--- config.mk ---
export PLATFORM = sky130hd
export DESIGN_NAME = rwas_dp
export DESIGN_NICKNAME = d
export VERILOG_FILES = /design/src/rtl/rwas_pkg.sv /design/src/rtl/rwas_div.sv /design/src/rtl/rwas_dp.sv
export SDC_FILE = /design/constraint.sdc
export NUM_CORES = 1
export LEC_CHECK = 0
export BUFFER_PORTS_ARGS = -buffer_cell sky130_fd_sc_hd__buf_4
export CAP_MARGIN = 20
export CELL_PAD_IN_SITES_DETAIL_PLACEMENT = 0
export CELL_PAD_IN_SITES_GLOBAL_PLACEMENT = 1
export CORE_ASPECT_RATIO = 1.4
export CORE_UTILIZATION = 44
export CTS_BUF_LIST = sky130_fd_sc_hd__clkbuf_2
export DETAILED_ROUTE_END_ITERATION = 10
export GPL_ROUTABILITY_DRIVEN = 0
export PLACE_DENSITY_LB_ADDON = 0.25
export SKIP_CTS_REPAIR_TIMING = 1
export SYNTH_ARGS = -nofsm -noshare
export SYNTH_HDL_FRONTEND = slang
export SYNTH_SLANG_ARGS = --single-unit
export TNS_END_PERCENT = 1
--- constraint.sdc ---
create_clock -name clock -period 9.45 [get_ports clock]
set_clock_uncertainty 0.1 [all_clocks]
set_input_delay 0.4725 -clock clock [delete_from_list [all_inputs] [get_ports clock]]
set_output_delay 0.4725 -clock clock [all_outputs]
set_load 0.05 [all_outputs]
--- src/rtl/rwas_pkg.sv ---
package rwas_pkg;

   localparam int unsigned COUNT_WIDTH_DEFAULT  = 16;
   localparam int unsigned COLUMN_WIDTH_DEFAULT = 10;

   localparam int unsigned SUM_WIDTH        = 24;
   localparam int unsigned TICK_WIDTH       = 16;
   localparam int unsigned CHANNEL_WIDTH    = 4;
   localparam int unsigned DBM_WIDTH        = 8;
   localparam int unsigned HEIGHT_WIDTH     = 10;
   localparam int unsigned SCREEN_BITS      = 11;
   localparam int unsigned TOTAL_WIDTH      = 16;
   localparam int unsigned COLUMN_OUT_WIDTH = 10;
   localparam int unsigned CSR_ADDR_WIDTH   = 5;
   localparam int unsigned CSR_DATA_WIDTH   = 32;

   // Item codes of the request beat.
   localparam logic [1:0] ITEM_PACKET = 2'd0;
   localparam logic [1:0] ITEM_TICK   = 2'd1;
   localparam logic [1:0] ITEM_NEXT   = 2'd2;
   localparam logic [1:0] ITEM_PREV   = 2'd3;

   // Result codes of the response beat.
   localparam logic RESULT_COLUMN  = 1'b0;
   localparam logic RESULT_CHANNEL = 1'b1;

   localparam logic [CHANNEL_WIDTH-1:0] CHANNEL_FIRST = 4'd1;
   localparam logic [CHANNEL_WIDTH-1:0] CHANNEL_LAST  = 4'd14;

   // Register indexes (byte address divided by four).
   localparam logic [2:0] REG_WINDOW_TICKS = 3'd0;
   localparam logic [2:0] REG_GRAPH_HEIGHT = 3'd1;
   localparam logic [2:0] REG_SCREEN_WIDTH = 3'd2;
   localparam logic [2:0] REG_FLOOR_DBM    = 3'd3;
   localparam logic [2:0] REG_CEILING_DBM  = 3'd4;

   localparam logic [TICK_WIDTH-1:0]   WINDOW_TICKS_RESET = 16'd100;
   localparam logic [HEIGHT_WIDTH-1:0] GRAPH_HEIGHT_RESET = 10'd200;
   localparam logic [SCREEN_BITS-1:0]  SCREEN_WIDTH_RESET = 11'd320;
   localparam logic [DBM_WIDTH-1:0]    FLOOR_DBM_RESET    = 8'h9C;
   localparam logic [DBM_WIDTH-1:0]    CEILING_DBM_RESET  = 8'hE2;

   typedef struct packed {
      logic [TICK_WIDTH-1:0]   window_ticks;
      logic [HEIGHT_WIDTH-1:0] graph_height;
      logic [SCREEN_BITS-1:0]  screen_width;
      logic [DBM_WIDTH-1:0]    floor_dbm;
      logic [DBM_WIDTH-1:0]    ceiling_dbm;
   } cfg_type;

   typedef struct packed {
      logic take;
      logic take_avg;
      logic start_bar;
      logic take_bar;
      logic send;
   } cmd_type;

   typedef struct packed {
      logic close_window;
      logic is_channel;
      logic div_done;
      logic out_free;
   } status_type;

endpackage

--- src/rtl/rwas_div.sv ---
module rwas_div import rwas_pkg::*; #(
   parameter int unsigned DIVIDEND_W = SUM_WIDTH,
   parameter int unsigned DIVISOR_W  = COUNT_WIDTH_DEFAULT
) (
   input  logic                  clock,
   input  logic                  reset,
   input  logic                  start,
   input  logic [DIVIDEND_W-1:0] dividend,
   input  logic [DIVISOR_W-1:0]  divisor,
   output logic                  done,
   output logic [DIVIDEND_W-1:0] quotient
);

   localparam int unsigned CNT_W = $clog2(DIVIDEND_W);
   localparam logic [CNT_W-1:0] CNT_LAST = CNT_W'(DIVIDEND_W - 1);

   logic                  busy_ff, busy_in;
   logic                  done_ff, done_in;
   logic [CNT_W-1:0]      cnt_ff, cnt_in;
   logic [DIVISOR_W-1:0]  rem_ff, rem_in;
   logic [DIVISOR_W-1:0]  dsr_ff, dsr_in;
   logic [DIVIDEND_W-1:0] quo_ff, quo_in;
   logic [DIVISOR_W:0]    trial;
   logic [DIVISOR_W:0]    diff;

   assign done     = done_ff;
   assign quotient = quo_ff;

   // Restoring division, one quotient bit per cycle. The dividend shifts out of
   // the top of quo_ff while quotient bits shift in at the bottom.
   always_comb begin
      trial   = {rem_ff, quo_ff[DIVIDEND_W-1]};
      diff    = trial - {1'b0, dsr_ff};
      busy_in = busy_ff;
      done_in = 1'b0;
      cnt_in  = cnt_ff;
      rem_in  = rem_ff;
      dsr_in  = dsr_ff;
      quo_in  = quo_ff;
      if (start) begin
         busy_in = 1'b1;
         cnt_in  = '0;
         rem_in  = '0;
         dsr_in  = divisor;
         quo_in  = dividend;
      end else if (busy_ff) begin
         if (!diff[DIVISOR_W]) begin
            rem_in = diff[DIVISOR_W-1:0];
         end else begin
            rem_in = trial[DIVISOR_W-1:0];
         end
         quo_in = {quo_ff[DIVIDEND_W-2:0], ~diff[DIVISOR_W]};
         cnt_in = cnt_ff + 1'b1;
         if (cnt_ff == CNT_LAST) begin
            busy_in = 1'b0;
            done_in = 1'b1;
         end
      end
   end

   always_ff @(posedge clock) begin
      if (reset) begin
         busy_ff <= 1'b0;
         done_ff <= 1'b0;
      end else begin
         busy_ff <= busy_in;
         done_ff <= done_in;
      end
      cnt_ff <= cnt_in;
      rem_ff <= rem_in;
      dsr_ff <= dsr_in;
      quo_ff <= quo_in;
   end

endmodule

--- src/rtl/rwas_dp.sv ---
module rwas_dp import rwas_pkg::*; #(
   parameter int unsigned COUNT_WIDTH  = COUNT_WIDTH_DEFAULT,
   parameter int unsigned COLUMN_WIDTH = COLUMN_WIDTH_DEFAULT
) (
   input  logic                        clock,
   input  logic                        reset,
   input  cfg_type                     cfg,
   input  cmd_type                     cmd,
   output status_type                  status,
   input  logic [1:0]                  req_type,
   input  logic [DBM_WIDTH-1:0]        rssi,
   output logic                        rsp_valid,
   input  logic                        rsp_ready,
   output logic                        rsp_result_kind,
   output logic [COLUMN_OUT_WIDTH-1:0] rsp_column,
   output logic [HEIGHT_WIDTH-1:0]     rsp_bar_height,
   output logic [DBM_WIDTH-1:0]        rsp_avg_dbm,
   output logic [TOTAL_WIDTH-1:0]      rsp_packet_total,
   output logic [CHANNEL_WIDTH-1:0]    rsp_channel
);

   localparam int unsigned AVG_W = SUM_WIDTH + 1;
   localparam int unsigned CNTX_W = (COUNT_WIDTH > TOTAL_WIDTH) ? COUNT_WIDTH : TOTAL_WIDTH;
   localparam int unsigned COLX_W =
      (COLUMN_WIDTH > COLUMN_OUT_WIDTH) ? COLUMN_WIDTH : COLUMN_OUT_WIDTH;
   localparam int unsigned CMP_W = (COLUMN_WIDTH > SCREEN_BITS) ? COLUMN_WIDTH : SCREEN_BITS;
   localparam int unsigned PROD_W = DBM_WIDTH + HEIGHT_WIDTH;

   logic signed [SUM_WIDTH-1:0]  sum_ff, sum_in;
   logic [COUNT_WIDTH-1:0]       count_ff, count_in;
   logic [TICK_WIDTH-1:0]        tick_ff, tick_in;
   logic [COLUMN_WIDTH-1:0]      col_ff, col_in;
   logic [CHANNEL_WIDTH-1:0]     chan_ff, chan_in;
   logic                         kind_ff, kind_in;
   logic signed [AVG_W-1:0]      avg_ff, avg_in;
   logic [HEIGHT_WIDTH-1:0]      bar_ff, bar_in;

   logic                         out_valid_ff, out_valid_in;
   logic                         out_kind_ff, out_kind_in;
   logic [COLUMN_OUT_WIDTH-1:0]  out_col_ff, out_col_in;
   logic [HEIGHT_WIDTH-1:0]      out_bar_ff, out_bar_in;
   logic [DBM_WIDTH-1:0]         out_avg_ff, out_avg_in;
   logic [TOTAL_WIDTH-1:0]       out_total_ff, out_total_in;
   logic [CHANNEL_WIDTH-1:0]     out_chan_ff, out_chan_in;

   logic signed [AVG_W-1:0]      sum_add;
   logic signed [SUM_WIDTH-1:0]  sum_sat;
   logic                         count_full;
   logic [TICK_WIDTH-1:0]        tick_next;
   logic [TICK_WIDTH-1:0]        tick_limit;
   logic                         close_window;
   logic [CHANNEL_WIDTH-1:0]     chan_up, chan_down;
   logic                         sum_neg;
   logic [SUM_WIDTH-1:0]         sum_mag;
   logic                         div_start;
   logic                         div_done;
   logic [SUM_WIDTH-1:0]         div_dividend;
   logic [COUNT_WIDTH-1:0]       div_divisor;
   logic [SUM_WIDTH-1:0]         div_quotient;
   logic signed [AVG_W-1:0]      quo_signed;
   logic signed [AVG_W-1:0]      lo_ext, hi_ext, avg_clamp, off_wide, span_wide;
   logic                         span_empty;
   logic [DBM_WIDTH-1:0]         off, span;
   logic [PROD_W-1:0]            product;
   logic [COLUMN_WIDTH-1:0]      col_inc;
   logic [CMP_W-1:0]             col_cmp;
   logic [CMP_W-1:0]             screen_cmp;
   logic [COLX_W-1:0]            col_wide;
   logic [CNTX_W-1:0]            count_wide;

   // Packet accumulation saturates at the signed sum limits.
   assign sum_add    = AVG_W'(sum_ff) + AVG_W'($signed(rssi));
   assign count_full = &count_ff;
   always_comb begin
      if (sum_add[AVG_W-1] != sum_add[AVG_W-2]) begin
         sum_sat = sum_add[AVG_W-1] ? {1'b1, {(SUM_WIDTH-1){1'b0}}}
                                    : {1'b0, {(SUM_WIDTH-1){1'b1}}};
      end else begin
         sum_sat = sum_add[SUM_WIDTH-1:0];
      end
   end

   assign tick_next    = tick_ff + 1'b1;
   assign tick_limit   = (cfg.window_ticks == '0) ? TICK_WIDTH'(1) : cfg.window_ticks;
   assign close_window = (req_type == ITEM_TICK) && (tick_next >= tick_limit);

   assign chan_up   = (chan_ff >= CHANNEL_LAST) ? CHANNEL_FIRST : chan_ff + 1'b1;
   assign chan_down = (chan_ff <= CHANNEL_FIRST) ? CHANNEL_LAST : chan_ff - 1'b1;

   // The shared divider works on magnitudes; the sign is put back afterwards so
   // that the average truncates toward zero.
   assign sum_neg = sum_ff[SUM_WIDTH-1];
   assign sum_mag = sum_neg ? (~sum_ff + 1'b1) : sum_ff;
   assign quo_signed = sum_neg ? -$signed({1'b0, div_quotient})
                               : $signed({1'b0, div_quotient});

   assign lo_ext     = AVG_W'($signed(cfg.floor_dbm));
   assign hi_ext     = AVG_W'($signed(cfg.ceiling_dbm));
   assign span_empty = (hi_ext <= lo_ext);
   always_comb begin
      if (avg_ff < lo_ext) begin
         avg_clamp = lo_ext;
      end else if (avg_ff > hi_ext) begin
         avg_clamp = hi_ext;
      end else begin
         avg_clamp = avg_ff;
      end
   end
   assign off_wide  = avg_clamp - lo_ext;
   assign span_wide = hi_ext - lo_ext;
   assign off       = off_wide[DBM_WIDTH-1:0];
   assign span      = span_wide[DBM_WIDTH-1:0];
   assign product   = PROD_W'(off) * PROD_W'(cfg.graph_height);

   assign div_start    = (cmd.take && close_window) || cmd.start_bar;
   assign div_dividend = cmd.start_bar ? SUM_WIDTH'(product) : sum_mag;
   assign div_divisor  = cmd.start_bar ? COUNT_WIDTH'(span) : count_ff;

   rwas_div #(
      .DIVIDEND_W (SUM_WIDTH),
      .DIVISOR_W  (COUNT_WIDTH)
   ) u_div (
      .clock    (clock),
      .reset    (reset),
      .start    (div_start),
      .dividend (div_dividend),
      .divisor  (div_divisor),
      .done     (div_done),
      .quotient (div_quotient)
   );

   assign col_inc    = col_ff + 1'b1;
   assign col_cmp    = CMP_W'(col_inc);
   assign screen_cmp = CMP_W'(cfg.screen_width);
   assign col_wide   = COLX_W'(col_ff);
   assign count_wide = CNTX_W'(count_ff);

   always_comb begin
      sum_in       = sum_ff;
      count_in     = count_ff;
      tick_in      = tick_ff;
      col_in       = col_ff;
      chan_in      = chan_ff;
      kind_in      = kind_ff;
      avg_in       = avg_ff;
      bar_in       = bar_ff;
      out_valid_in = out_valid_ff;
      out_kind_in  = out_kind_ff;
      out_col_in   = out_col_ff;
      out_bar_in   = out_bar_ff;
      out_avg_in   = out_avg_ff;
      out_total_in = out_total_ff;
      out_chan_in  = out_chan_ff;

      if (rsp_ready) begin
         out_valid_in = 1'b0;
      end

      if (cmd.take) begin
         case (req_type)
            ITEM_PACKET: begin
               if (!count_full) begin
                  sum_in   = sum_sat;
                  count_in = count_ff + 1'b1;
               end
            end
            ITEM_TICK: begin
               tick_in = close_window ? '0 : tick_next;
               kind_in = RESULT_COLUMN;
            end
            ITEM_NEXT: begin
               chan_in = chan_up;
               kind_in = RESULT_CHANNEL;
            end
            ITEM_PREV: begin
               chan_in = chan_down;
               kind_in = RESULT_CHANNEL;
            end
            default: kind_in = kind_ff;
         endcase
      end

      if (cmd.take_avg) begin
         avg_in = (count_ff == '0) ? lo_ext : quo_signed;
      end

      if (cmd.take_bar) begin
         if (span_empty) begin
            bar_in = '0;
         end else if (div_quotient > SUM_WIDTH'(cfg.graph_height)) begin
            bar_in = cfg.graph_height;
         end else begin
            bar_in = div_quotient[HEIGHT_WIDTH-1:0];
         end
      end

      if (cmd.send) begin
         out_valid_in = 1'b1;
         out_kind_in  = kind_ff;
         out_chan_in  = chan_ff;
         if (kind_ff == RESULT_CHANNEL) begin
            out_col_in   = '0;
            out_bar_in   = '0;
            out_avg_in   = '0;
            out_total_in = '0;
         end else begin
            out_col_in   = col_wide[COLUMN_OUT_WIDTH-1:0];
            out_bar_in   = bar_ff;
            out_avg_in   = avg_ff[DBM_WIDTH-1:0];
            out_total_in = count_wide[TOTAL_WIDTH-1:0];
            sum_in       = '0;
            count_in     = '0;
            col_in       = (col_cmp >= screen_cmp) ? '0 : col_inc;
         end
      end
   end

   always_ff @(posedge clock) begin
      if (reset) begin
         sum_ff       <= '0;
         count_ff     <= '0;
         tick_ff      <= '0;
         col_ff       <= '0;
         chan_ff      <= CHANNEL_FIRST;
         out_valid_ff <= 1'b0;
      end else begin
         sum_ff       <= sum_in;
         count_ff     <= count_in;
         tick_ff      <= tick_in;
         col_ff       <= col_in;
         chan_ff      <= chan_in;
         out_valid_ff <= out_valid_in;
      end
      kind_ff      <= kind_in;
      avg_ff       <= avg_in;
      bar_ff       <= bar_in;
      out_kind_ff  <= out_kind_in;
      out_col_ff   <= out_col_in;
      out_bar_ff   <= out_bar_in;
      out_avg_ff   <= out_avg_in;
      out_total_ff <= out_total_in;
      out_chan_ff  <= out_chan_in;
   end

   assign status.close_window = close_window;
   assign status.is_channel   = (req_type == ITEM_NEXT) || (req_type == ITEM_PREV);
   assign status.div_done     = div_done;
   assign status.out_free     = !out_valid_ff || rsp_ready;

   assign rsp_valid        = out_valid_ff;
   assign rsp_result_kind  = out_kind_ff;
   assign rsp_column       = out_col_ff;
   assign rsp_bar_height   = out_bar_ff;
   assign rsp_avg_dbm      = out_avg_ff;
   assign rsp_packet_total = out_total_ff;
   assign rsp_channel      = out_chan_ff;

endmodule

==> metrics.txt <==
mux contribution to synthesized area under 10%; fmax between 0.1 and 0.15 GHz; fillcell total approximately 3800; mean routed wirelength per cell 16.9 um; DR iter-0 viols 639; static leakage between 8 and 9 nW; final setup vio count 0; xor and xnor fraction of the mapped netlist area 6.60%; clock sink total 219; Final HPWL DP 34.4 mm; first-pass GRT wire length 71.4 mm; Port Buffers roughly 120; Worst-path clk slew 0.10 ns; count leader, synth ha_1; largest family of logic cells by synthesized area adder cells; Worst Tran Pin Value 1.06 ns; CP Class reg -> reg; ANT nets after route 0; Post-synth EDFFs around 130; vias in the first global route 14448; initial antenna violation count 2; DP Worst Slack 0.125 ns; Synth Area in Compound Gates between 15 and 20%; area leader, netlist edfxtp_1; Clock Path Buffers 3; Worst Path Arrival 9.42 ns; DRC viols 0; Max Cap Viol 0; syn nets 2229; proportion of layout cells with a drive suffix above 1 a little over an eighth; pin count of the biggest net entering global routing 64; worst hold path class in -> reg; Ys Warns 0; H-tree levels 2; Detailed Route WL 45.0 mm; grt total ovfl 0; power density over the cells 257 nW/um^2; ranking of synthesized cells by area edfxtp_1 21%, ha_1 14%, dfxtp_1 11%; Die ar. 40700 um^2; Post-Syn Area per Cell 9.15 um^2; first drt pass iteration count 5; clock latency on the worst-skew pair slightly below 1 ns; via/cell ratio 5.40; I/O pin total 125; ys flop type edfxtp_1; sequential area share after synthesis 32.2%; total CTS buffers between 50 and 60; Nets ~2400; Post-synth ARST share 0%; Setup WS post-layout ~0.55 ns; Worst setup EP type flop; Mapped Cells 1916; min cycle time layout roughly 8.9 ns; Post-Syn Area roughly 18000 um^2; DIE HEIGHT 238 um; clock root cell clkbuf_2; post-synth cell types 70; multi-input gate area in the final layout 11100 um^2; floorplan row count between 80 and 90; status completed; core box area 39300 um^2; Die W 171 um; DR vias 14385; post-route cell area 20000 um^2; RSZ-0062 raised after global routing no; simple-gate share of the synthesized area 16.5%; top-area cell type share of the netlist area roughly 21%; total power 5.13 mW; flops & latches, synth between 200 and 250; register area 5640 um^2; Layout area overhead 13.9%; initial core utilization between 40% and 50%; adder-cell share of the synthesized area 20.8%; Fin. Hold Viols 0; WP data required 9.98 ns; crit-path max cell delay ~0.64 ns; worst slew margin relative to its limit 28.9%; Worst VDD drop 0.444 mV; CTS tree yes; Final Max Slew Viols 0; post-route setup TNS 0 ns; CP startpoint kind flop; crit share post-route 94.1%; Max Fanout on Critical Path 6; synth cell count leaders 190 x ha_1, 167 x inv_1, 152 x o21ai_0, 136 x a21oi_1, 133 x nand2_1; Post-DP Area 19100 um^2; Crit-path slowest cell or4_1; Tot GR Track Use between 20% and 30%
-- power breakdown --
part           switching [mW]  internal (mW)  leakage [nW]
Clock                   0.419          0.291         0.431
Sequential              0.129           1.16          2.03
Combinational            1.74           1.39          6.45
-- final timing paths --
kind	endpoint	cells past startpoint	from	slack, ns
worst min register to register	tick_ff[15]$_SDFFE_PP0P_	2	tick_ff[15]$_SDFFE_PP0P_	0.37
worst min-delay path	sum_ff[6]$_SDFF_PP0_	5	rssi[6]	0.09
worst max register to register	u_div.quotient[17]$_DFFE_PP_	34	avg_ff[18]$_DFFE_PP_	0.55
worst max-delay path	u_div.quotient[17]$_DFFE_PP_	34	avg_ff[18]$_DFFE_PP_	0.55
-- critical path, delay by kind of cell (launching register included) --
| family | cells | cell delay, ns |
|---|---|---|
| buffers and inverters | 5 | 0.40 |
| AO/OA/AOI/OAI | 16 | 3.18 |
| adder cells (fa/ha/maj) | 7 | 2.98 |
| AND/OR/NAND/NOR | 5 | 1.31 |
| multiplexers | 1 | 0.14 |
| flip-flops | 1 | 0.45 |
-- routing by layer --
layer	vias up	global-route usage, %	share of wire [%]
li1	7200	-	-
met3	98	2.99	3.3
met5	-	0	0
met1	6835	23.4	40
met4	0	9.17	3.3
met2	252	43.1	54
-- registers in the layout, indices dropped and copies added, names as in the netlist, 5 cells and up --
register and flops:
sum_ff 24, u_div.cnt_ff 5, bar_ff 10, rsp_avg_dbm 8, rsp_packet_total 16, u_div.quotient 24
u_div.rem_ff 16, count_ff 16, u_div.dsr_ff 16, rsp_bar_height 10, avg_ff 25, rsp_column 10
tick_ff 16, col_ff 10
-- area by class of cell --
cell class	count	share of cell area, %
multi-input combinational	1469	55.4
sequential	219	28.2
timing repair buffer	177	7.18
tap	528	3.31
inverter	167	3.14
clock buffer	94	2.36
clock inverter	10	0.388
antenna	1	0.0125
-- kinds of logic (layout without fill, tap and decap cells) --
logic type                 count (synthesis)  count (layout)
other                                      0               1
muxes                                     50              50
adders and majority gates                264             264
AOI/OAI and AO/OA                        463             463
DFF                                      219             219
and+or+nand+nor                          560             560
buffers and inverters                    228             448
xor gates and xnor gates                 132             132
-- per-stage QoR --
stage	hold WS (ns)	instances	util [%]
2_1_floorplan	0.324	1916	-
3_3_place_gp	0.353	2525	48.5
3_5_place_dp	0.360	2525	48.5
4_1_cts	-0.426	2629	49.9
5_1_grt	0.0408	2665	50.9
6_report	0.0906	2665	50.9
-- placed cells by master, fill, tap and decap left out, drive strengths merged, types with 62 or more instances in the layout --
cell type,n
ha,190
buf,143
xor2,70
edfxtp,125
o21ai,155
nand2,133
xnor2,62
a21oi,136
dfxtp,94
nor2,117
nor2b,63
clkbuf,94
inv,168
Note: power is estimated with default switching activity, not from simulation.
