--- src/rtl/rwas_pkg.sv ---
package rwas_pkg;

   localparam int unsigned COUNT_WIDTH_DEFAULT  = 16;
   localparam int unsigned COLUMN_WIDTH_DEFAULT = 10;

   localparam int unsigned SUM_WIDTH        = 24;
   localparam int unsigned TICK_WIDTH       = 16;
   localparam int unsigned CHANNEL_WIDTH    = 4;
   localparam int unsigned DBM_WIDTH        = 8;
   localparam int unsigned HEIGHT_WIDTH     = 10;
   localparam int unsigned SCREEN_BITS      = 11;
   localparam int unsigned TOTAL_WIDTH      = 16;
   localparam int unsigned COLUMN_OUT_WIDTH = 10;
   localparam int unsigned CSR_ADDR_WIDTH   = 5;
   localparam int unsigned CSR_DATA_WIDTH   = 32;

   // Item codes of the request beat.
   localparam logic [1:0] ITEM_PACKET = 2'd0;
   localparam logic [1:0] ITEM_TICK   = 2'd1;
   localparam logic [1:0] ITEM_NEXT   = 2'd2;
   localparam logic [1:0] ITEM_PREV   = 2'd3;

   // Result codes of the response beat.
   localparam logic RESULT_COLUMN  = 1'b0;
   localparam logic RESULT_CHANNEL = 1'b1;

   localparam logic [CHANNEL_WIDTH-1:0] CHANNEL_FIRST = 4'd1;
   localparam logic [CHANNEL_WIDTH-1:0] CHANNEL_LAST  = 4'd14;

   // Register indexes (byte address divided by four).
   localparam logic [2:0] REG_WINDOW_TICKS = 3'd0;
   localparam logic [2:0] REG_GRAPH_HEIGHT = 3'd1;
   localparam logic [2:0] REG_SCREEN_WIDTH = 3'd2;
   localparam logic [2:0] REG_FLOOR_DBM    = 3'd3;
   localparam logic [2:0] REG_CEILING_DBM  = 3'd4;

   localparam logic [TICK_WIDTH-1:0]   WINDOW_TICKS_RESET = 16'd100;
   localparam logic [HEIGHT_WIDTH-1:0] GRAPH_HEIGHT_RESET = 10'd200;
   localparam logic [SCREEN_BITS-1:0]  SCREEN_WIDTH_RESET = 11'd320;
   localparam logic [DBM_WIDTH-1:0]    FLOOR_DBM_RESET    = 8'h9C;
   localparam logic [DBM_WIDTH-1:0]    CEILING_DBM_RESET  = 8'hE2;

   typedef struct packed {
      logic [TICK_WIDTH-1:0]   window_ticks;
      logic [HEIGHT_WIDTH-1:0] graph_height;
      logic [SCREEN_BITS-1:0]  screen_width;
      logic [DBM_WIDTH-1:0]    floor_dbm;
      logic [DBM_WIDTH-1:0]    ceiling_dbm;
   } cfg_type;

   typedef struct packed {
      logic take;
      logic take_avg;
      logic start_bar;
      logic take_bar;
      logic send;
   } cmd_type;

   typedef struct packed {
      logic close_window;
      logic is_channel;
      logic div_done;
      logic out_free;
   } status_type;

endpackage

--- src/rtl/rwas_ctrl.sv ---
module rwas_ctrl import rwas_pkg::*; (
   input  logic       clock,
   input  logic       reset,
   input  logic       req_valid,
   output logic       req_ready,
   input  status_type status,
   output cmd_type    cmd
);

   typedef enum logic [4:0] {
      ST_IDLE  = 5'b00001,
      ST_AVG   = 5'b00010,
      ST_SCALE = 5'b00100,
      ST_BAR   = 5'b01000,
      ST_SEND  = 5'b10000
   } state_type;

   state_type state_ff, state_in;

   assign req_ready = (state_ff == ST_IDLE);

   always_comb begin
      state_in = state_ff;
      cmd      = '0;
      case (state_ff)
         ST_IDLE: begin
            if (req_valid) begin
               cmd.take = 1'b1;
               if (status.close_window) begin
                  state_in = ST_AVG;
               end else if (status.is_channel) begin
                  state_in = ST_SEND;
               end
            end
         end
         ST_AVG: begin
            if (status.div_done) begin
               cmd.take_avg = 1'b1;
               state_in     = ST_SCALE;
            end
         end
         ST_SCALE: begin
            cmd.start_bar = 1'b1;
            state_in      = ST_BAR;
         end
         ST_BAR: begin
            if (status.div_done) begin
               cmd.take_bar = 1'b1;
               state_in     = ST_SEND;
            end
         end
         ST_SEND: begin
            if (status.out_free) begin
               cmd.send = 1'b1;
               state_in = ST_IDLE;
            end
         end
         default: state_in = ST_IDLE;
      endcase
   end

   always_ff @(posedge clock) begin
      if (reset) begin
         state_ff <= ST_IDLE;
      end else begin
         state_ff <= state_in;
      end
   end

endmodule

--- config.mk ---
export PLATFORM = sky130hd
export DESIGN_NAME = rwas_ctrl
export DESIGN_NICKNAME = d
export VERILOG_FILES = /design/src/rtl/rwas_pkg.sv /design/src/rtl/rwas_ctrl.sv
export SDC_FILE = /design/constraint.sdc
export NUM_CORES = 1
export LEC_CHECK = 0
export BUFFER_PORTS_ARGS = -buffer_cell sky130_fd_sc_hd__buf_2
export CORE_AREA = 5 5 42 44
export CTS_CLUSTER_DIAMETER = 120
export CTS_CLUSTER_SIZE = 30
export DETAILED_ROUTE_END_ITERATION = 6
export DIE_AREA = 0 0 47 49
export SETUP_SLACK_MARGIN = 0.4
export SLEW_MARGIN = 20
export SYNTH_ARGS = -nofsm -noshare
export SYNTH_HDL_FRONTEND = slang
export SYNTH_SLANG_ARGS = --single-unit
--- constraint.sdc ---
create_clock -name clock -period 2 [get_ports clock]
set_clock_uncertainty 0.2 [all_clocks]
set_input_delay 0 -clock clock [delete_from_list [all_inputs] [get_ports clock]]
set_output_delay 0 -clock clock [all_outputs]
set_load 0.05 [all_outputs]
==> impl_metrics.csv, run 1 <==
group,metric,value,unit
synthesis,yosys_warnings,0,
synthesis,ys_top_cells_by_area,"dfxtp_1, nor2_1, nor3b_4, xor2_1, nor3_1",
layout,fill_cells,149,
job,drv_cap,0,
floorplanning,ios,13,
route,drtIter0Drc,1,
global_routing,grt_max_degree,11,
sta,rsz0062_at_grt,"true",
sta,setup_viol,0,
global_routing,grt_usage,10.8,%
synthesis,ys_ff_latch,5,
sta,worst_slack,264,ps
synthesis,avgSynthCellArea,8.09,µm²
clocking,cts_tree,"done",
place,gp_congestion,0.755,
synthesis,post-synth-top-area-cell,"dfxtp_1",
sta,finalHoldViolations,0,
place,numPortBuffers,12,
power,p_per_area,512,nW/µm²
synthesis,syn_area,364,µm²
synthesis,synthArstFlopShare,0,%
worst_hold_path,hold_class,"primary input to register",
floorplanning,die_w,47,µm
worst_setup_path,worstSetupEndpointType,"output port",
sta,timing_worst_slew_pin_value,304,ps
global_routing,grt_pass1_wl,1730,µm
synthesis,synth_flop_cell,"dfxtp_1",
layout,diodes,0,
layout,multi_input_area,259,µm²
worst_setup_path,worstPathRequired,1800,ps
place,dp_hpwl,726,µm
synthesis,yosysSeqAreaShare,27.5,%
sta,finalCriticalPeriod,1740,ps
floorplanning,die_h,49,µm
floorplanning,rows,14,
global_routing,antenna_found_initial,0,
clocking,cts_buffers,3,
route,first_pass_iters,4,
global_routing,overflow,0,
route,num_vias,427,
layout,reg_top3,"state_ff: 5 flops",
synthesis,synthDistinctLibCells,27,
place,postPlaceCellArea,454,µm²
floorplanning,core_area,1400,µm²
route,postRouteAntennaNets,0,
clocking,cts_max_level,1,
power,ir_drop,0.344,mV
sta,relSlewSlack,79.7,%
route,wirelength,990,µm
worst_setup_path,worst-setup-path-type,"register to output port",
global_routing,first_global_vias,415,
sta,period_share,86.8,%
layout,nets,79,
clocking,clk_pin_slew,40,ps
layout,seq_area,104,µm²
clocking,cts_buffer_depth,2,
clocking,clock_latency,240,ps
worst_setup_path,critPathMaxFanout,3,
worst_setup_path,cp.arrival,1540,ps
sta,finalSetupTns,0,ps
clocking,cts-root-buf,"clkbuf_4",
sta,max_freq,0.576,GHz
power,p_leak,0.266,nW
sta,slew_viol_final,0,
layout,largest_reg_flops,5,
layout,stdcell_count,87,
layout,drive_gt1_share,40.8,%
synthesis,netlist_instances,45,
route,wire_per_inst,11.4,µm
place,dp_slack,268,ps
layout,largest-register,"state_ff",
place,numPlacedInstances,73,
synthesis,yosysTopAreaCellShare,27.5,%
floorplanning,die_area,2300,µm²
synthesis,synthesis.nets,52,
layout,final_area,613,µm²
route,post-route-drc-count,0,
layout,synthToLayoutAreaGrowth,68.4,%
route,post_drt_via_cell_ratio,4.91,
floorplanning,start_util,26.0,%
synthesis,synth_edf_count,0,
worst_setup_path,r2r_setup_slack,310,ps
status,status,"completed",
layout,utilization,43.8,%
worst_setup_path,critPathLaunchType,"register",
clocking,cts.sinks,5,
## synthesized netlist by cell type (2+ instances only)
library cell and count:
dfxtp_1 5, nor2_1 7, nand3b_1 2, inv_1 2, nor3_1 3, a21oi_1 2, and3_1 2, nor4_1 2
xor2_1 2
## final cells by class
class | instances | area share [%]
multi-input cells | 35 | 42.2
repair buffers | 25 | 32.0
flip-flops and latches | 5 | 16.9
clock buffers | 4 | 4.29
well taps | 16 | 3.27
inverters | 2 | 1.22
## worst max-delay path, cell delays in order (launching register included)
cell     delay (ps)
dfxtp_1         300
or4b_4          550
nor3b_4         250
buf_6           190
## per-stage QoR
stage	power [mW]	hold slack (ps)
after detailed placement	0.176	49.3
after global placement	0.175	49.9
after CTS	0.314	324
after floorplan	0.157	-131
final	0.314	331
after global routing	0.336	357
## final timing paths
kind | start | to | cells after the start
min reg2reg | state_ff[1]$_SDFFE_PP0P_ | state_ff[3]$_SDFFE_PP0P_ | 2
max reg2reg | state_ff[2]$_SDFFE_PP0P_ | state_ff[0]$_SDFFE_PP1P_ | 4
max | state_ff[2]$_SDFFE_PP0P_ | cmd[4] | 3
min | reset | state_ff[4]$_SDFFE_PP0P_ | 3
## placed cells by master (no fill, tap or decap), types with 2 or more instances in the layout
cell type	synthesis	routed
inv_1	2	2
buf_6	1	3
buf_4	0	7
dlygate4sd3_1	0	6
a21oi_1	2	2
nand3b_1	2	2
and3_1	2	2
nor3_1	3	2
buf_2	1	7
nor2_1	7	6
dfxtp_1	5	4
clkbuf_4	0	5
xor2_1	2	2
## routing by layer
layer | vias to the layer above | part of all wire, % | track usage, %
met2 | 7 | 55 | 18.1
met5 | - | 0 | 0
met3 | 0 | 4.3 | 4.43
met1 | 198 | 41 | 10.8
li1 | 222 | - | -
met4 | 0 | 0 | 5.53
## cell families (layout without fill, tap and decap cells)
group | count (synthesis) | after routing | share of synthesized area, %
compound gates | 10 | 10 | 19.9
xor+xnor | 2 | 2 | 4.81
buf+inv | 5 | 31 | 7.56
flops | 5 | 5 | 27.5
simple gates | 23 | 23 | 40.2
## report_power, final
group | switching, mW | internal [mW] | total, mW
clock | 0.0403 | 0.0754 | 0.116
sequential | 0.00272 | 0.103 | 0.106
combinational | 0.0473 | 0.0455 | 0.0928
## timing repair
item | 4_1_cts | 5_1_grt
hold buffers | 6 | 0
hold endpoints to repair | 5 | 0
gates cloned | 0 | 0
endpoints found under the setup margin | 6 | 9
pin swaps | 0 | 1
setup buffers | 1 | 3
gates resized for setup | 8 | 5
(Power assumes the default switching activity.)
==> run 2: changes to the inputs <==
==> constraint.sdc (replaced) <==
create_clock -name clock -period 2 [get_ports clock]
set_clock_uncertainty 0.2 [all_clocks]
set_input_delay 0.1 -clock clock [delete_from_list [all_inputs] [get_ports clock]]
set_output_delay 0.1 -clock clock [all_outputs]
set_load 0.05 [all_outputs]
==> run 2 against run 1 <==
  * Sequential share of layout area is 0.30 points lower
  * First-iteration DRC count rose to 5.0 times the previous value
  * Clock power increased by 3%
  * Utilization grew 2.4 points
  * Sequential power about the same
  * Critical endpoint unchanged
  * Largest power group unchanged
==> impl_metrics.csv, run 2 (synthesized netlist as in run 1, its figures left out) <==
group,metric,value,unit
place,gp_congestion,0.799,
floorplanning,rows,14,
layout,fill_cells,142,
global_routing,first_global_vias,414,
clocking,cts_tree,"done",
worst_hold_path,min_path_cells,4,
job,drv_cap,0,
layout,stdcell_count,88,
worst_setup_path,path_buf_inv,1,
sta,finalCriticalPeriod,1810,ps
sta,rsz0062_at_grt,"true",
global_routing,grt_pass1_wl,1830,µm
worst_setup_path,worstSetupEndpointType,"output port",
floorplanning,start_util,26.0,%
sta,relSlewSlack,80.9,%
layout,final_cell_mix,"buf_4, buf_6, nor2_1, buf_2",
layout,seq_area,108,µm²
worst_setup_path,reg2reg_from,"state_ff[3]$_SDFFE_PP0P_",
worst_setup_path,worst-setup-path-type,"register to output port",
clocking,cts_buffers,3,
route,post_drt_via_cell_ratio,5.03,
worst_setup_path,worstPathRequired,1700,ps
route,wire_per_inst,13.0,µm
sta,max_freq,0.552,GHz
layout,multi_input_area,272,µm²
worst_setup_path,cpPeakStageDelay,550,ps
worst_hold_path,hold_class,"primary input to register",
clocking,clock_latency,250,ps
global_routing,antenna_found_initial,0,
worst_setup_path,r2r_end,"state_ff[0]$_SDFFE_PP1P_",
route,first_pass_iters,3,
layout,diodes,0,
worst_setup_path,critPathTopFamily,"simple AND/OR/NAND/NOR gates",
clocking,clk_pin_slew,40,ps
layout,drive_gt1_share,54.2,%
global_routing,overflow,0,
route,drtIter0Drc,5,
sta,whs,35.1,ps
worst_hold_path,hold_start,"status[1]",
global_routing,grt_use_met2,17.4,%
worst_setup_path,r2r_cells,5,
status,status,"completed",
clocking,cts_buffer_depth,2,
worst_setup_path,r2r_setup_slack,210,ps
route,post-route-drc-count,0,
layout,synthToLayoutAreaGrowth,77.7,%
layout,reg_top3,"state_ff: 5 flops",
sta,setup_viol,0,
layout,largest-register,"state_ff",
clocking,cts.sinks,5,
worst_setup_path,critPathLaunchType,"register",
place,dp_hpwl,721,µm
power,p_per_area,494,nW/µm²
floorplanning,die_h,49,µm
global_routing,use_met3,3.32,%
sta,finalSetupTns,0,ps
route,wirelength,1140,µm
worst_hold_path,min_to,"state_ff[3]$_SDFFE_PP0P_",
sta,timing_worst_slew_pin_value,284,ps
sta,slew_viol_final,0,
clocking,cts-root-buf,"clkbuf_4",
worst_setup_path,worst_path_max_delay_cell,"or4b_4",
place,numPlacedInstances,73,
power,ir_drop,0.301,mV
global_routing,grt_usage,11.4,%
route,num_vias,443,
floorplanning,die_w,47,µm
worst_setup_path,path_cells,"or4b_4 > nor3b_4 > buf_6",
sta,period_share,90.5,%
sta,finalHoldViolations,0,
place,postPlaceCellArea,454,µm²
floorplanning,core_area,1400,µm²
global_routing,met1_usage,12.8,%
worst_setup_path,critPathMaxFanout,2,
floorplanning,die_area,2300,µm²
worst_setup_path,cp.arrival,1510,ps
layout,nets,80,
layout,final_area,647,µm²
clocking,cts_max_level,1,
global_routing,grt_max_degree,11,
place,numPortBuffers,12,
layout,largest_reg_flops,5,
layout,layout_commonest_cell,"buf_4",
power,p_leak,0.287,nW
floorplanning,ios,13,
global_routing,busiest_layer,"met2",
route,postRouteAntennaNets,0,
==> run 2: cell count changes in the layout (fill, tap and decap cells not counted), moves of 2 or more <==
cell	change
buf_6	+4
dlygate4sd3_1	-3
dfxtp_2	+3
dfxtp_1	-3
buf_4	+3
clkbuf_4	-2
==> run 2: metal layers <==
layer	up-vias	routed length (µm)	share of wire [%]
li1	218	-	-
met1	206	459	40
met2	12	570	50
met3	7	61	5.3
met4	0	53	4.6
met5	-	0	0
==> run 2: final cells by class <==
type / instances / share of cell area (%)
inverter: 2 / 1.16
multi-input combinational: 35 / 42.0
timing repair buffer: 26 / 33.1
sequential: 5 / 16.6
tap: 16 / 3.09
clock buffer: 4 / 4.06
==> run 2: repair_timing <==
item | CTS | global route
gates resized for setup | 11 | 13
hold endpoints to repair | 5 | 0
hold buffers | 3 | 0
pin swaps | 3 | 8
buffers inserted | 3 | 5
setup endpoints to repair | 9 | 10
==> run 2: power breakdown <==
part	internal, mW	total (mW)	leakage [nW]	switching (mW)
registers	0.103	0.108	0.0422	0.00498
clock network	0.0756	0.120	0.0150	0.0448
logic	0.0442	0.0909	0.229	0.0467
==> run 2: worst register-to-register path: cells and delay by family (launching register included) <==
kind	cells	cell delay [ps]
AND/OR/NAND/NOR	2	760
flip-flops	1	320
buffers and inverters	1	150
AO/OA/AOI/OAI	2	250
==> run 2: through the flow <==
stage | worst slack, ps | power (mW) | utilization (%)
2_1_floorplan | -110 | 0.157 | -
3_3_place_gp | 283 | 0.175 | 32.4
3_5_place_dp | 253 | 0.176 | 32.4
4_1_cts | 178 | 0.319 | 40.6
5_1_grt | 128 | 0.341 | 46.2
6_report | 190 | 0.320 | 46.2
==> run 2: worst max-delay path by stage <==
stage | start | endpoint | slack, ps | cells after the start
after floorplan | state_ff[1]$_SDFFE_PP0P_ | state_ff[0]$_SDFFE_PP1P_ | -110 | 5
after global placement | state_ff[0]$_SDFFE_PP1P_ | cmd[4] | 280 | 3
after detailed placement | state_ff[0]$_SDFFE_PP1P_ | cmd[4] | 250 | 3
after CTS | state_ff[2]$_SDFFE_PP0P_ | cmd[4] | 180 | 3
after global routing | state_ff[3]$_SDFFE_PP0P_ | cmd[4] | 130 | 3
final | state_ff[3]$_SDFFE_PP0P_ | cmd[4] | 190 | 3
==> run 3: changes to the inputs <==
CTS_BUF_LIST = sky130_fd_sc_hd__clkbuf_4 sky130_fd_sc_hd__clkbuf_8   (was default)
GPL_TIMING_DRIVEN = 0   (was default)
==> run 3 against run 2 <==
  * Cell area increased by 5.2%
  * Clock-buffer cell count unchanged
  * Sequential share of layout area is 1.4 points lower
  * Fmax down 3.7%
  * Sequential cell count did not move
  * Critical path depth rose by 1
  * Clock power rose by 10%
  * Wire length fell by 7.6%
  * Non-clock buffer count grew 1
  * Die area unchanged
  * Combinational power up 12%
  * Critical path type unchanged
  * Highest routed layer unchanged
==> impl_metrics.csv, run 3 (synthesized netlist as in run 1, its figures left out) <==
group,metric,value,unit
worst_setup_path,r2r_cells,6,
layout,reg_top3,"state_ff: 5 flops",
sta,relSlewSlack,79.9,%
route,wirelength,1060,µm
global_routing,overflow,0,
layout,utilization,48.6,%
place,gp_congestion,0.753,
global_routing,grt_pass1_wl,1730,µm
worst_setup_path,worst-setup-path-type,"register to output port",
worst_setup_path,critPathLaunchType,"register",
worst_hold_path,hold_class,"primary input to register",
sta,finalCriticalPeriod,1880,ps
route,first_pass_iters,2,
worst_setup_path,crit_end,"cmd[4]",
place,numPortBuffers,12,
sta,period_share,94.0,%
floorplanning,core_area,1400,µm²
sta,whs,41.0,ps
global_routing,first_global_vias,418,
route,postRouteAntennaNets,0,
floorplanning,start_util,26.0,%
worst_setup_path,critPathLaunch,"state_ff[1]$_SDFFE_PP0P_",
layout,drive_gt1_share,58.9,%
sta,max_freq,0.532,GHz
layout,final_cell_mix,"buf_6, buf_2, buf_4",
clocking,clock_latency,250,ps
worst_setup_path,cp.arrival,1580,ps
worst_setup_path,cpPeakStageDelay,530,ps
clocking,cts-root-buf,"clkbuf_4",
global_routing,grt_max_degree,11,
layout,largest-register,"state_ff",
sta,timing_worst_slew_pin_value,299,ps
place,postPlaceCellArea,452,µm²
clocking,cts_buffer_depth,2,
power,p_total,344,µW
sta,finalHoldViolations,0,
place,dp_hpwl,703,µm
worst_setup_path,reg2reg_from,"state_ff[1]$_SDFFE_PP0P_",
global_routing,antenna_found_initial,0,
worst_setup_path,worstSetupEndpointType,"output port",
worst_setup_path,r2r_setup_slack,150,ps
floorplanning,die_h,49,µm
worst_setup_path,worstPathRequired,1700,ps
layout,layout_commonest_cell,"buf_6",
worst_setup_path,worst_path_max_delay_cell,"or4b_4",
worst_setup_path,crit_top_cell,"buf_6",
status,status,"completed",
floorplanning,ios,13,
floorplanning,die_w,47,µm
worst_setup_path,path_cells,"buf_6 > or4b_4 > nor3b_4 > buf_6",
layout,final_area,681,µm²
power,p_per_area,506,nW/µm²
sta,rsz0062_at_grt,"true",
clocking,cts_tree,"done",
route,post_drt_via_cell_ratio,4.81,
sta,setup_viol,0,
route,wire_per_inst,11.9,µm
clocking,cts_buffers,3,
layout,largest_reg_flops,5,
layout,diodes,0,
route,post-route-drc-count,0,
layout,fill_cells,138,
clocking,cts.sinks,5,
worst_setup_path,r2r_end,"state_ff[0]$_SDFFE_PP1P_",
route,num_vias,428,
layout,nets,81,
power,ir_drop,0.302,mV
sta,slew_viol_final,0,
job,drv_cap,0,
global_routing,grt_usage,10.4,%
route,drtIter0Drc,4,
worst_setup_path,critPathMaxFanout,3,
clocking,clk_pin_slew,50,ps
power,p_leak,0.298,nW
floorplanning,rows,14,
clocking,cts_max_level,1,
layout,synthToLayoutAreaGrowth,86.9,%
floorplanning,die_area,2300,µm²
==> run 3: cell count changes in the layout (fill, tap and decap cells not counted), sizes merged <==
cell / previous run / this run
buf: 23 / 24
==> run 3: what timing repair did <==
item	CTS	global route
setup endpoints to repair	9	10
resized for setup	15	17
pin swaps	3	8
hold endpoints to repair	5	0
setup buffers	5	4
hold buffers	3	0
==> run 3: worst min path at each step <==
stage               startpoint                  endpoint  slack, ps  cells after the start
floorplan                reset  state_ff[4]$_SDFFE_PP0P_        -30                      1
CTS                  status[1]  state_ff[3]$_SDFFE_PP0P_         40                      4
finish               status[2]  state_ff[0]$_SDFFE_PP1P_         40                      3
detailed placement       reset  state_ff[4]$_SDFFE_PP0P_        140                      2
global placement         reset  state_ff[4]$_SDFFE_PP0P_        140                      2
global route         req_valid  state_ff[4]$_SDFFE_PP0P_         30                      4
==> run 3: worst max-delay path: cells and delay by family (launching register included) <==
kind          cells  cell delay [ps]
simple gates      2              740
flops             1              310
buf+inv           2              290
==> run 3: metrics by stage <==
stage | TNS [ps] | worst slack [ps] | cells
global placement | 0 | 214 | 73
finish | 0 | 120 | 89
CTS | 0 | 78.7 | 85
floorplan | -110 | -110 | 45
detailed placement | 0 | 211 | 73
global route | 0 | 60.0 | 89
==> run 3: metal layers <==
layer / wire [µm] / vias to the layer above / GRT usage (%)
li1: - / 221 / -
met1: 442 / 194 / 12.1
met2: 535 / 10 / 15.4
met3: 50 / 3 / 2.21
met4: 29 / 0 / 8.29
met5: 0 / - / 0
==> run 3: cell type report <==
class                           instances  area (µm²)  area share, %
Buffer                                  3        33.8           4.96
Clock buffer                            4        30.0           4.41
Inverter                                2        7.51           1.10
Multi-Input combinational cell         35         289           42.5
Sequential cell                         5         104           15.3
Tap cell                               16        20.0           2.94
Timing Repair Buffer                   24         196           28.9
==> run 3: where the power goes <==
group | switching [mW] | leakage (nW) | internal [mW] | total, mW
combinational | 0.0492 | 0.238 | 0.0528 | 0.102
clock | 0.0432 | 0.0184 | 0.0891 | 0.132
sequential | 0.00593 | 0.0412 | 0.104 | 0.110
total | 0.0984 | 0.298 | 0.246 | 0.344
